===== config.mk =====
export PLATFORM = sky130hd
export DESIGN_NAME = gripper_intake_sequencer
export DESIGN_NICKNAME = d
export VERILOG_FILES = /design/src/hdl/gis_pkg.sv /design/src/hdl/gripper_intake_sequencer.sv /design/src/hdl/gis_cfg_regs.sv /design/src/hdl/gis_core.sv
export SDC_FILE = /design/constraint.sdc
export NUM_CORES = 1
export LEC_CHECK = 0
export BUFFER_PORTS_ARGS = -buffer_cell sky130_fd_sc_hd__buf_2
export CAP_MARGIN = 0
export CORE_MARGIN = 3
export CORE_UTILIZATION = 40
export DETAILED_ROUTE_END_ITERATION = 6
export GPL_TIMING_DRIVEN = 0
export PLACE_DENSITY = 0.64
export SLEW_MARGIN = 20
export SYNTH_ARGS = -nofsm -noshare
export SYNTH_HDL_FRONTEND = slang
export SYNTH_SLANG_ARGS = --single-unit
export TNS_END_PERCENT = 5

===== constraint.sdc =====
create_clock -name clk -period 4.7 [get_ports clk]
set_input_delay 0.47 -clock clk [delete_from_list [all_inputs] [get_ports clk]]
set_output_delay 0.47 -clock clk [all_outputs]
set_load 0.005 [all_outputs]

===== src/hdl/gis_pkg.sv =====
`default_nettype none
package gis_pkg;

	// widths
	localparam int TIMER_BITS = 16;
	localparam int CMP_W      = 33;
	localparam int TICK_W     = 16;
	localparam int CUR_W      = 11;
	localparam int ADDR_W     = 5;
	localparam int DATA_W     = 32;

	typedef logic [TIMER_BITS-1:0] timer_t;
	typedef logic [TICK_W-1:0]     tick_t;
	typedef logic [CUR_W-1:0]      cur_t;

	// opcodes
	localparam logic [3:0] OP_TICK     = 4'd0;
	localparam logic [3:0] OP_INTAKE   = 4'd1;
	localparam logic [3:0] OP_PLACE    = 4'd2;
	localparam logic [3:0] OP_OVERRIDE = 4'd3;
	localparam logic [3:0] OP_SET_POS  = 4'd4;
	localparam logic [3:0] OP_SET_ACT  = 4'd5;
	localparam logic [3:0] OP_SET_WRST = 4'd6;
	localparam logic [3:0] OP_SET_PC   = 4'd7;
	localparam logic [3:0] OP_MODE_RST = 4'd8;

	// actions
	localparam logic [1:0] ACT_IDLE = 2'd0;
	localparam logic [1:0] ACT_IN   = 2'd1;
	localparam logic [1:0] ACT_OUT  = 2'd2;

	// jaw positions
	localparam logic [1:0] POS_OPEN  = 2'd0;
	localparam logic [1:0] POS_AGAPE = 2'd1;
	localparam logic [1:0] POS_AJAR  = 2'd2;

	// pieces
	localparam logic [1:0] PC_NONE = 2'd0;
	localparam logic [1:0] PC_CONE = 2'd1;
	localparam logic [1:0] PC_CUBE = 2'd2;

	// arg value that is out of range for position, action and piece
	localparam logic [1:0] ARG_BAD = 2'd3;

	// match modes
	localparam logic [1:0] MODE_DISABLED = 2'd0;
	localparam logic [1:0] MODE_AUTO     = 2'd1;
	localparam logic [1:0] MODE_TELEOP   = 2'd2;

	// motor drive codes (two's complement)
	localparam logic [1:0] DRV_STOP = 2'b00;
	localparam logic [1:0] DRV_IN   = 2'b01;
	localparam logic [1:0] DRV_OUT  = 2'b11;

	// register indexes
	localparam logic [2:0] REG_CUBE_PLACE  = 3'd0;
	localparam logic [2:0] REG_CONE_PLACE  = 3'd1;
	localparam logic [2:0] REG_AUTO_INTAKE = 3'd2;
	localparam logic [2:0] REG_OPEN_LIMIT  = 3'd3;
	localparam logic [2:0] REG_AGAPE_LIMIT = 3'd4;
	localparam logic [2:0] REG_OPEN_SPIKE  = 3'd5;
	localparam logic [2:0] REG_AGAPE_SPIKE = 3'd6;

	typedef struct packed {
		tick_t cube_place_ticks;
		tick_t cone_place_ticks;
		tick_t auto_intake_ticks;
		cur_t  open_current_limit;
		cur_t  agape_current_limit;
		tick_t open_spike_ticks;
		tick_t agape_spike_ticks;
	} cfg_t;

	typedef struct packed {
		logic [3:0] opcode;
		logic [1:0] arg;
		logic [1:0] last_mode;
		cur_t       left_current;
		cur_t       right_current;
	} item_t;

	typedef struct packed {
		logic [1:0] drive;
		logic [2:0] pistons;
		logic [1:0] action;
		logic [1:0] position;
		logic [1:0] piece;
		logic       placing;
		logic       intake_done;
		logic       scored;
		logic       acquired;
	} result_t;

	function automatic timer_t sat_inc(input timer_t t);
		return (t == '1) ? t : t + timer_t'(1);
	endfunction

	function automatic logic [CMP_W-1:0] ext_timer(input timer_t t);
		return CMP_W'(t);
	endfunction

	function automatic logic [CMP_W-1:0] ext_tick(input tick_t t);
		return CMP_W'(t);
	endfunction

endpackage
`default_nettype wire


===== src/hdl/gripper_intake_sequencer.sv =====
`default_nettype none
// channel  | handshake            | payload
// ---------+----------------------+----------------------------------------------
// in       | in_valid / in_ready  | opcode, arg, last_mode, left_current,
//          |                      | right_current
// out      | out_valid/ out_ready | motor_drive, jaw_piston_one, jaw_piston_two,
//          |                      | wrist_extend, action_now, jaw_position,
//          |                      | held_piece, placing_busy, intake_done,
//          |                      | scored_pulse, acquired_pulse
// config   | psel/penable/pwrite  | paddr, pwdata, prdata (pready tied high)
//
// one transaction per cycle while out_ready holds; a result passes from the input register
// (loaded at acceptance) through the sequencer step into the result register
// the sequencer step is combinational flag and timer logic on the state registers
// arst_n clears the valid flags and the sequencer state and loads the register defaults
// a stalled result holds the result register; the input register still takes
// one more transaction, then in_ready drops until out_ready returns
module gripper_intake_sequencer
	import gis_pkg::*;
(
	input  wire logic              clk,
	input  wire logic              arst_n,
	input  wire logic              in_valid,
	output logic                   in_ready,
	input  wire logic [3:0]        opcode,
	input  wire logic [1:0]        arg,
	input  wire logic [1:0]        last_mode,
	input  wire logic [CUR_W-1:0]  left_current,
	input  wire logic [CUR_W-1:0]  right_current,
	output logic                   out_valid,
	input  wire logic              out_ready,
	output logic signed [1:0]      motor_drive,
	output logic                   jaw_piston_one,
	output logic                   jaw_piston_two,
	output logic                   wrist_extend,
	output logic [1:0]             action_now,
	output logic [1:0]             jaw_position,
	output logic [1:0]             held_piece,
	output logic                   placing_busy,
	output logic                   intake_done,
	output logic                   scored_pulse,
	output logic                   acquired_pulse,
	input  wire logic              psel,
	input  wire logic              penable,
	input  wire logic              pwrite,
	input  wire logic [ADDR_W-1:0] paddr,
	input  wire logic [DATA_W-1:0] pwdata,
	output logic      [DATA_W-1:0] prdata,
	output logic                   pready
);

	cfg_t    cfg;
	item_t   item_s1;
	logic    valid_s1;
	result_t res_comb;
	result_t res_s2;
	logic    valid_s2;
	logic    advance;
	logic    in_fire;

	gis_cfg_regs u_cfg (
		.clk     (clk),
		.arst_n  (arst_n),
		.psel    (psel),
		.penable (penable),
		.pwrite  (pwrite),
		.paddr   (paddr),
		.pwdata  (pwdata),
		.prdata  (prdata),
		.pready  (pready),
		.cfg     (cfg)
	);

	// handshake control
	assign advance  = valid_s1 && (!valid_s2 || out_ready);
	assign in_ready = !valid_s1 || advance;
	assign in_fire  = in_valid && in_ready;

	// input register
	always_ff @(posedge clk or negedge arst_n) begin
		if (!arst_n) begin
			valid_s1 <= 1'b0;
		end else if (in_fire) begin
			valid_s1 <= 1'b1;
		end else if (advance) begin
			valid_s1 <= 1'b0;
		end
	end

	always_ff @(posedge clk) begin
		if (in_fire) begin
			item_s1.opcode        <= opcode;
			item_s1.arg           <= arg;
			item_s1.last_mode     <= last_mode;
			item_s1.left_current  <= left_current;
			item_s1.right_current <= right_current;
		end
	end

	gis_core u_core (
		.clk     (clk),
		.arst_n  (arst_n),
		.advance (advance),
		.item    (item_s1),
		.cfg     (cfg),
		.result  (res_comb)
	);

	// result register
	always_ff @(posedge clk or negedge arst_n) begin
		if (!arst_n) begin
			valid_s2 <= 1'b0;
		end else if (advance) begin
			valid_s2 <= 1'b1;
		end else if (out_ready) begin
			valid_s2 <= 1'b0;
		end
	end

	always_ff @(posedge clk) begin
		if (advance) begin
			res_s2 <= res_comb;
		end
	end

	// output fields
	assign out_valid      = valid_s2;
	assign motor_drive    = $signed(res_s2.drive);
	assign jaw_piston_one = res_s2.pistons[0];
	assign jaw_piston_two = res_s2.pistons[1];
	assign wrist_extend   = res_s2.pistons[2];
	assign action_now     = res_s2.action;
	assign jaw_position   = res_s2.position;
	assign held_piece     = res_s2.piece;
	assign placing_busy   = res_s2.placing;
	assign intake_done    = res_s2.intake_done;
	assign scored_pulse   = res_s2.scored;
	assign acquired_pulse = res_s2.acquired;

`ifndef SYNTHESIS
	// a completed placement leaves the gripper empty and not placing
	a_scored_clears: assert property (@(posedge clk) disable iff (!arst_n)
		out_valid && scored_pulse |-> !placing_busy && held_piece == PC_NONE)
		else $error("scored result still holds a piece or is placing");

	// an acquire always leaves a piece in the jaw
	a_acquired_piece: assert property (@(posedge clk) disable iff (!arst_n)
		out_valid && acquired_pulse |-> held_piece != PC_NONE && !scored_pulse)
		else $error("acquired result without a piece");

	// a waiting transaction in the input register is not dropped
	a_s1_held: assert property (@(posedge clk) disable iff (!arst_n)
		valid_s1 && !advance |=> valid_s1 && $stable(item_s1))
		else $error("input register lost a transaction");

	// a step always loads the result register
	a_step_loads: assert property (@(posedge clk) disable iff (!arst_n)
		advance |=> valid_s2)
		else $error("sequencer step did not produce a result");
`endif

endmodule
`default_nettype wire


===== src/hdl/gis_cfg_regs.sv =====
`default_nettype none
module gis_cfg_regs
	import gis_pkg::*;
(
	input  wire logic              clk,
	input  wire logic              arst_n,
	input  wire logic              psel,
	input  wire logic              penable,
	input  wire logic              pwrite,
	input  wire logic [ADDR_W-1:0] paddr,
	input  wire logic [DATA_W-1:0] pwdata,
	output logic      [DATA_W-1:0] prdata,
	output logic                   pready,
	output cfg_t                   cfg
);

	cfg_t       cfg_q;
	logic       wr_en;
	logic [2:0] reg_idx;

	assign pready  = 1'b1;
	assign wr_en   = psel & penable & pwrite;
	assign reg_idx = paddr[ADDR_W-1:2];
	assign cfg     = cfg_q;

	// register writes on the access phase
	always_ff @(posedge clk or negedge arst_n) begin
		if (!arst_n) begin
			cfg_q.cube_place_ticks    <= tick_t'(25);
			cfg_q.cone_place_ticks    <= tick_t'(13);
			cfg_q.auto_intake_ticks   <= tick_t'(25);
			cfg_q.open_current_limit  <= cur_t'(200);
			cfg_q.agape_current_limit <= cur_t'(180);
			cfg_q.open_spike_ticks    <= tick_t'(10);
			cfg_q.agape_spike_ticks   <= tick_t'(7);
		end else if (wr_en) begin
			unique case (reg_idx)
				REG_CUBE_PLACE:  cfg_q.cube_place_ticks    <= pwdata[TICK_W-1:0];
				REG_CONE_PLACE:  cfg_q.cone_place_ticks    <= pwdata[TICK_W-1:0];
				REG_AUTO_INTAKE: cfg_q.auto_intake_ticks   <= pwdata[TICK_W-1:0];
				REG_OPEN_LIMIT:  cfg_q.open_current_limit  <= pwdata[CUR_W-1:0];
				REG_AGAPE_LIMIT: cfg_q.agape_current_limit <= pwdata[CUR_W-1:0];
				REG_OPEN_SPIKE:  cfg_q.open_spike_ticks    <= pwdata[TICK_W-1:0];
				REG_AGAPE_SPIKE: cfg_q.agape_spike_ticks   <= pwdata[TICK_W-1:0];
				default: ;
			endcase
		end
	end

	// read mux
	always_comb begin
		unique case (reg_idx)
			REG_CUBE_PLACE:  prdata = DATA_W'(cfg_q.cube_place_ticks);
			REG_CONE_PLACE:  prdata = DATA_W'(cfg_q.cone_place_ticks);
			REG_AUTO_INTAKE: prdata = DATA_W'(cfg_q.auto_intake_ticks);
			REG_OPEN_LIMIT:  prdata = DATA_W'(cfg_q.open_current_limit);
			REG_AGAPE_LIMIT: prdata = DATA_W'(cfg_q.agape_current_limit);
			REG_OPEN_SPIKE:  prdata = DATA_W'(cfg_q.open_spike_ticks);
			REG_AGAPE_SPIKE: prdata = DATA_W'(cfg_q.agape_spike_ticks);
			default:         prdata = '0;
		endcase
	end

endmodule
`default_nettype wire


===== src/hdl/gis_core.sv =====
`default_nettype none
module gis_core
	import gis_pkg::*;
(
	input  wire logic  clk,
	input  wire logic  arst_n,
	input  wire logic  advance,
	input  wire item_t item,
	input  wire cfg_t  cfg,
	output result_t    result
);

	// sequencer state
	logic [1:0] action_q, position_q, piece_q, drive_q;
	logic       placing_q, auto_q, finishing_q, tipped_q, spike_run_q;
	timer_t     place_tmr_q, auto_tmr_q, spike_tmr_q;
	logic [2:0] pistons_q;

	logic [1:0] action_n, position_n, piece_n, drive_n;
	logic       placing_n, auto_n, finishing_n, tipped_n, spike_run_n;
	timer_t     place_tmr_n, auto_tmr_n, spike_tmr_n;
	logic [2:0] pistons_n;
	logic       scored, acquired;

	timer_t     spike_adv;
	logic       is_open, is_agape, spike, keep_piece;

	// next state for one transaction
	always_comb begin
		action_n    = action_q;
		position_n  = position_q;
		piece_n     = piece_q;
		drive_n     = drive_q;
		placing_n   = placing_q;
		auto_n      = auto_q;
		finishing_n = finishing_q;
		tipped_n    = tipped_q;
		spike_run_n = spike_run_q;
		place_tmr_n = place_tmr_q;
		auto_tmr_n  = auto_tmr_q;
		spike_tmr_n = spike_tmr_q;
		pistons_n   = pistons_q;
		scored      = 1'b0;
		acquired    = 1'b0;
		is_open     = 1'b0;
		is_agape    = 1'b0;
		spike       = 1'b0;
		spike_adv   = spike_run_q ? sat_inc(spike_tmr_q) : spike_tmr_q;
		keep_piece  = (item.arg == MODE_DISABLED && item.last_mode == MODE_AUTO) ||
			(item.arg == MODE_TELEOP && item.last_mode == MODE_DISABLED);

		unique case (item.opcode)
			OP_TICK: begin
				place_tmr_n = sat_inc(place_tmr_q);
				auto_tmr_n  = sat_inc(auto_tmr_q);
				spike_tmr_n = spike_adv;

				// placement, requested intake, or finishing an acquire
				if (placing_q) begin
					if (piece_q == PC_CUBE) begin
						if (ext_timer(place_tmr_n) >= ext_tick(cfg.cube_place_ticks)) begin
							placing_n = 1'b0;
							action_n  = ACT_IDLE;
							piece_n   = PC_NONE;
							scored    = 1'b1;
						end else begin
							action_n = ACT_OUT;
						end
					end else if (piece_q == PC_CONE) begin
						if (ext_timer(place_tmr_n) >= ext_tick(cfg.cone_place_ticks)) begin
							placing_n = 1'b0;
							action_n  = ACT_IDLE;
							piece_n   = PC_NONE;
							scored    = 1'b1;
						end else begin
							position_n = POS_OPEN;
						end
					end else begin
						placing_n = 1'b0;
					end
				end else if (auto_q) begin
					if (ext_timer(auto_tmr_n) >= ext_tick(cfg.auto_intake_ticks)) begin
						auto_n   = 1'b0;
						action_n = ACT_IDLE;
					end else begin
						action_n = ACT_IN;
					end
				end else if (finishing_q) begin
					finishing_n = 1'b0;
					action_n    = ACT_IDLE;
					acquired    = 1'b1;
					if (position_q == POS_OPEN) begin
						piece_n = PC_CUBE;
					end else begin
						piece_n    = PC_CONE;
						position_n = POS_AJAR;
					end
				end

				// motor drive and current spike detection
				is_open  = position_n == POS_OPEN;
				is_agape = position_n == POS_AGAPE;
				spike    = (is_open && (item.left_current >= cfg.open_current_limit ||
						item.right_current >= cfg.open_current_limit)) ||
					(is_agape && (item.left_current >= cfg.agape_current_limit ||
						item.right_current >= cfg.agape_current_limit));
				if (action_n == ACT_IN) begin
					drive_n = DRV_IN;
					if (spike) begin
						if (!spike_run_q) begin
							spike_run_n = 1'b1;
							spike_tmr_n = '0;
						end
						if ((is_open &&
								ext_timer(spike_tmr_n) > ext_tick(cfg.open_spike_ticks)) ||
							(is_agape &&
								ext_timer(spike_tmr_n) > ext_tick(cfg.agape_spike_ticks))) begin
							finishing_n = 1'b1;
						end
					end else begin
						spike_tmr_n = '0;
						spike_run_n = 1'b0;
					end
				end else if (action_n == ACT_OUT) begin
					drive_n = DRV_OUT;
				end else begin
					drive_n = DRV_STOP;
				end

				// pistons follow jaw position and wrist flag
				pistons_n[0] = is_open || is_agape;
				pistons_n[1] = is_open;
				pistons_n[2] = tipped_q;
			end
			OP_INTAKE: begin
				auto_n     = 1'b1;
				auto_tmr_n = '0;
			end
			OP_PLACE: begin
				if (piece_q != PC_NONE) begin
					placing_n   = 1'b1;
					place_tmr_n = '0;
				end
			end
			OP_OVERRIDE: begin
				placing_n = 1'b0;
				if (item.arg != 2'd0) begin
					if (piece_q == PC_NONE) begin
						if (position_q == POS_OPEN) begin
							piece_n  = PC_CUBE;
							acquired = 1'b1;
						end else if (position_q == POS_AGAPE) begin
							piece_n    = PC_CONE;
							position_n = POS_AJAR;
							acquired   = 1'b1;
						end
					end
				end else begin
					piece_n = PC_NONE;
				end
			end
			OP_SET_POS: begin
				if (item.arg != ARG_BAD) position_n = item.arg;
			end
			OP_SET_ACT: begin
				if (item.arg != ARG_BAD) action_n = item.arg;
			end
			OP_SET_WRST: begin
				tipped_n = item.arg != 2'd0;
			end
			OP_SET_PC: begin
				if (item.arg != ARG_BAD) piece_n = item.arg;
			end
			OP_MODE_RST: begin
				action_n  = ACT_IDLE;
				drive_n   = DRV_STOP;
				placing_n = 1'b0;
				if (!keep_piece) begin
					piece_n  = PC_NONE;
					tipped_n = 1'b0;
				end
			end
			default: ;
		endcase
	end

	// state registers
	always_ff @(posedge clk or negedge arst_n) begin
		if (!arst_n) begin
			action_q    <= ACT_IDLE;
			position_q  <= POS_OPEN;
			piece_q     <= PC_NONE;
			drive_q     <= DRV_STOP;
			placing_q   <= 1'b0;
			auto_q      <= 1'b0;
			finishing_q <= 1'b0;
			tipped_q    <= 1'b0;
			spike_run_q <= 1'b0;
			place_tmr_q <= '0;
			auto_tmr_q  <= '0;
			spike_tmr_q <= '0;
			pistons_q   <= '0;
		end else if (advance) begin
			action_q    <= action_n;
			position_q  <= position_n;
			piece_q     <= piece_n;
			drive_q     <= drive_n;
			placing_q   <= placing_n;
			auto_q      <= auto_n;
			finishing_q <= finishing_n;
			tipped_q    <= tipped_n;
			spike_run_q <= spike_run_n;
			place_tmr_q <= place_tmr_n;
			auto_tmr_q  <= auto_tmr_n;
			spike_tmr_q <= spike_tmr_n;
			pistons_q   <= pistons_n;
		end
	end

	// status after the transaction
	always_comb begin
		result.drive       = drive_n;
		result.pistons     = pistons_n;
		result.action      = action_n;
		result.position    = position_n;
		result.piece       = piece_n;
		result.placing     = placing_n;
		result.intake_done = !auto_n;
		result.scored      = scored;
		result.acquired    = acquired;
	end

endmodule
`default_nettype wire


==> metrics.cfg <==
[power_and_ir_drop]
power.leakage_nw = 7.31
power.density_mw_per_mm2 = 394
p_total_mw = 6.31
peakVddDrop_v = 0.000267

[timing]
fmax_mhz = 218
final-setup-viol-count = 0
worst_pin_slew_ns = 0.964
fin_skew_ns = 0.0154
fin_crit_sh = 0.978
fin_crit_ns = 4.59
relSlewSlack = 0.358
report.final.slew_viol_count = 0
finalHoldViolCount = 0
worst_slack_ns = 0.106
holdWs_ns = 0.100

[finish]
syn2layout_area_growth_pct = 18.0
final_cell_mix = nand2_1, dfrtp_1, ha_1
layout_commonest_cell = nand2_1
drive_gt1_frac = 0.178
nets = 1811
fin_area_mm2 = 0.0160

[yosys]
synth_compound_area_frac = 0.167
syn-instance-count = 1458
async_reset_ff_frac = 0.789
avgSynthCellArea_um2 = 9.31
post_synth_num_cell_types = 75
synth_edf_count = 45
yosys_warnings = 0
yosys.area_share.simple = 0.153
seq_area_frac_synth = 0.411
synthFlopType = dfrtp_1
synth_seq_cells = 213
synthMuxAreaShare = 0.0594
synth_area_mm2 = 0.0136
synth_xor_xnor_area_share = 0.0277
synth_adder_area_share = 0.119
synth_top_family_by_area = compound AO/OA/AOI/OAI gates

[detailed_routing]
finalWirelength_um = 40300
vias = 11500
drc = 0
first_pass_iters = 5
wl_per_cell_um = 19.4
final_antenna_net_count = 0
viasPerCell = 5.54
first_iter_violations = 765

[clock_tree]
cts_root_buf = clkbuf_16
cts_tree = built
clock_latency_ns = 0.54
clk_pin_slew_ns = 0.06
cts_buffers = 26
clock_sinks = 213
clock_path_buffers = 3
htreeDepth = 1

[placed_design]
place.gp.congestion = 0.917
postPlaceCellArea_mm2 = 0.0147
port_buffers = 86
dp_hpwl_um = 30300
dpl_worst_slack_ns = -0.984

[floorplan]
coreArea_mm2 = 0.0330
io_pins = 124
start_util = 0.411
die-height_um = 190
num_rows = 66
dieArea_mm2 = 0.0362
die_x_um = 190

[flow_run]
drv_cap = 0

[critical_path]
critPathSlowestCell = dfrtp_2
timing.critical_path.from_type = flip-flop
cp_cell_sequence = ha_1, and3_2, nand3_4, nor3_4, buf_12, nor3b_4, nand3_1, xnor2_2, ha_1, a211oi_2, nor4_4, a311oi_4, buf_4, nand2_4, a22oi_1, o21ai_1, inv_1, ha_4, nand2_4, a31oi_4, buf_6, a311oi_1
setup.worst_path.end = u_core.spike_tmr_q[14]
rr_worst_depth = 22
r2r_setup_slack_ns = 0.11
cp-startpoint = u_core.place_tmr_q[0]
cpPeakStageDelay_ns = 0.44
r2r-end = u_core.spike_tmr_q[14]
end_kind = flip-flop
crit_required_ns = 5.08
reg2reg_from = u_core.place_tmr_q[0]
crit_type = flip-flop to flip-flop
crit_fanout = 6
crit_arrival_ns = 4.97

[min_path]
min_from = right_current[9]
min_path_type = input pin to flip-flop

[grt]
overflow = 0
grt_use_total = 0.219
grt_pass1_wl_um = 62500
antenna_found_initial = 2
grt_pass1_vias = 11200
grt_max_degree = 97

[status]
status = finished clean

layer usage:
metal | GRT usage | wire length (um) | up-vias
li1 | - | - | 5465
met1 | 0.296 | 17400 | 5588
met2 | 0.358 | 19100 | 334
met3 | 0.0314 | 2200 | 80
met4 | 0.0813 | 1520 | 0
met5 | 0 | 0 | -
how the worst min path moves through the flow:
| stage | to | slack (ns) | cells past startpoint |
|---|---|---|---|
| floorplan | out_valid | 0.17 | 0 |
| global placement | u_core.pistons_q[2] | 0.46 | 2 |
| global route | item_s1[12] | 0.09 | 1 |
| finish | item_s1[9] | 0.10 | 1 |
| detailed placement | u_core.pistons_q[2] | 0.46 | 2 |
| CTS | item_s1[7] | 0.08 | 1 |
worst max-delay path, delay by kind of cell (launching register included):
kind / cells / cell delay, ns
AO/OA/AOI/OAI: 6 / 1.27
AND/OR/NAND/NOR: 8 / 1.18
adder cells (fa/ha/maj): 3 / 0.70
buffers and inverters: 4 / 0.63
flip-flops: 1 / 0.44
XOR/XNOR: 1 / 0.20
cell type report:
class	count	area (um^2)
flip-flops and latches	213	5580
inverters	120	450
fillers	3108	17000
clock buffers	34	763
multi-input cells	1061	7430
plain buffers	79	400
repair buffers	107	663
diodes	2	5.00
clock inverters	13	174
well taps	442	553
synthesized netlist by cell type, types with 4 or more instances:
master	number	area share
xnor2_1	23	0.015
and4_1	6	0.0039
ha_1	129	0.12
o211ai_1	6	0.0033
nand3_1	39	0.014
nand2_1	173	0.048
nor2b_1	19	0.0088
a21oi_1	70	0.026
edfxtp_1	45	0.10
buf_1	5	0.0014
mux2_2	46	0.038
nor4_1	5	0.0023
nand4_1	27	0.012
mux2i_1	22	0.016
buf_4	19	0.011
a211oi_1	18	0.010
o22ai_1	12	0.0055
a21o_1	11	0.0061
o21ai_1	7	0.0026
o31ai_1	11	0.0061
a22o_1	21	0.014
o21ai_0	117	0.043
nand2b_1	19	0.0088
clkbuf_1	46	0.013
dfstp_2	21	0.041
o221ai_1	6	0.0039
a31oi_1	14	0.0065
inv_1	118	0.033
nor3b_1	5	0.0028
and3_1	7	0.0032
dfrtp_1	147	0.27
nor2_1	98	0.027
a41oi_1	4	0.0026
xor2_1	20	0.013
or3_1	5	0.0023
o21a_1	10	0.0055
buf_2	7	0.0026
nor3_1	22	0.0081
a2111oi_0	4	0.0026
a22oi_1	15	0.0083
flip-flops by register name, indices dropped and copies added, names as in the netlist, 2 cells and up:
name	flops
u_core.drive_q	2
jaw_position	2
held_piece	2
u_core.position_q	2
u_core.pistons_q	3
u_core.place_tmr_q	16
u_core.spike_tmr_q	16
u_cfg.cfg	102
u_core.auto_tmr_q	16
action_now	2
u_core.action_q	2
item_s1	30
u_core.piece_q	2
motor_drive	2
power by group:
part | switching (mW) | internal (mW) | total [mW]
clock network | 0.832 | 1.36 | 2.19
logic | 0.984 | 0.672 | 1.66
registers | 0.231 | 2.23 | 2.46
stage by stage:
step	TNS, ns	util	instances
finish	0	0.485	2071
global placement	-17.99	0.442	2001
global route	-0.476	0.485	2071
floorplan	0	-	1473
detailed placement	-18.12	0.445	2004
CTS	0	0.479	2060
kinds of logic (layout without fill, tap and decap cells):
kind of cell,Yosys count,in the layout
AND/OR/NAND/NOR,444,444
AO/OA/AOI/OAI,356,356
flip-flops,213,213
buffers and inverters,199,353
adder cells (fa/ha/maj),129,129
multiplexers,72,72
XOR/XNOR,43,43
other,2,19
timing repair:
action | 4_1_cts | 5_1_grt
resized for setup | 20 | 27
hold endpoints to repair | 61 | 0
cloned | 0 | 1
setup buffers | 8 | 8
pin swaps | 4 | 10
hold buffers | 1 | 0
setup endpoints to repair | 34 | 18
Note: power is estimated with default switching activity, not from simulation.
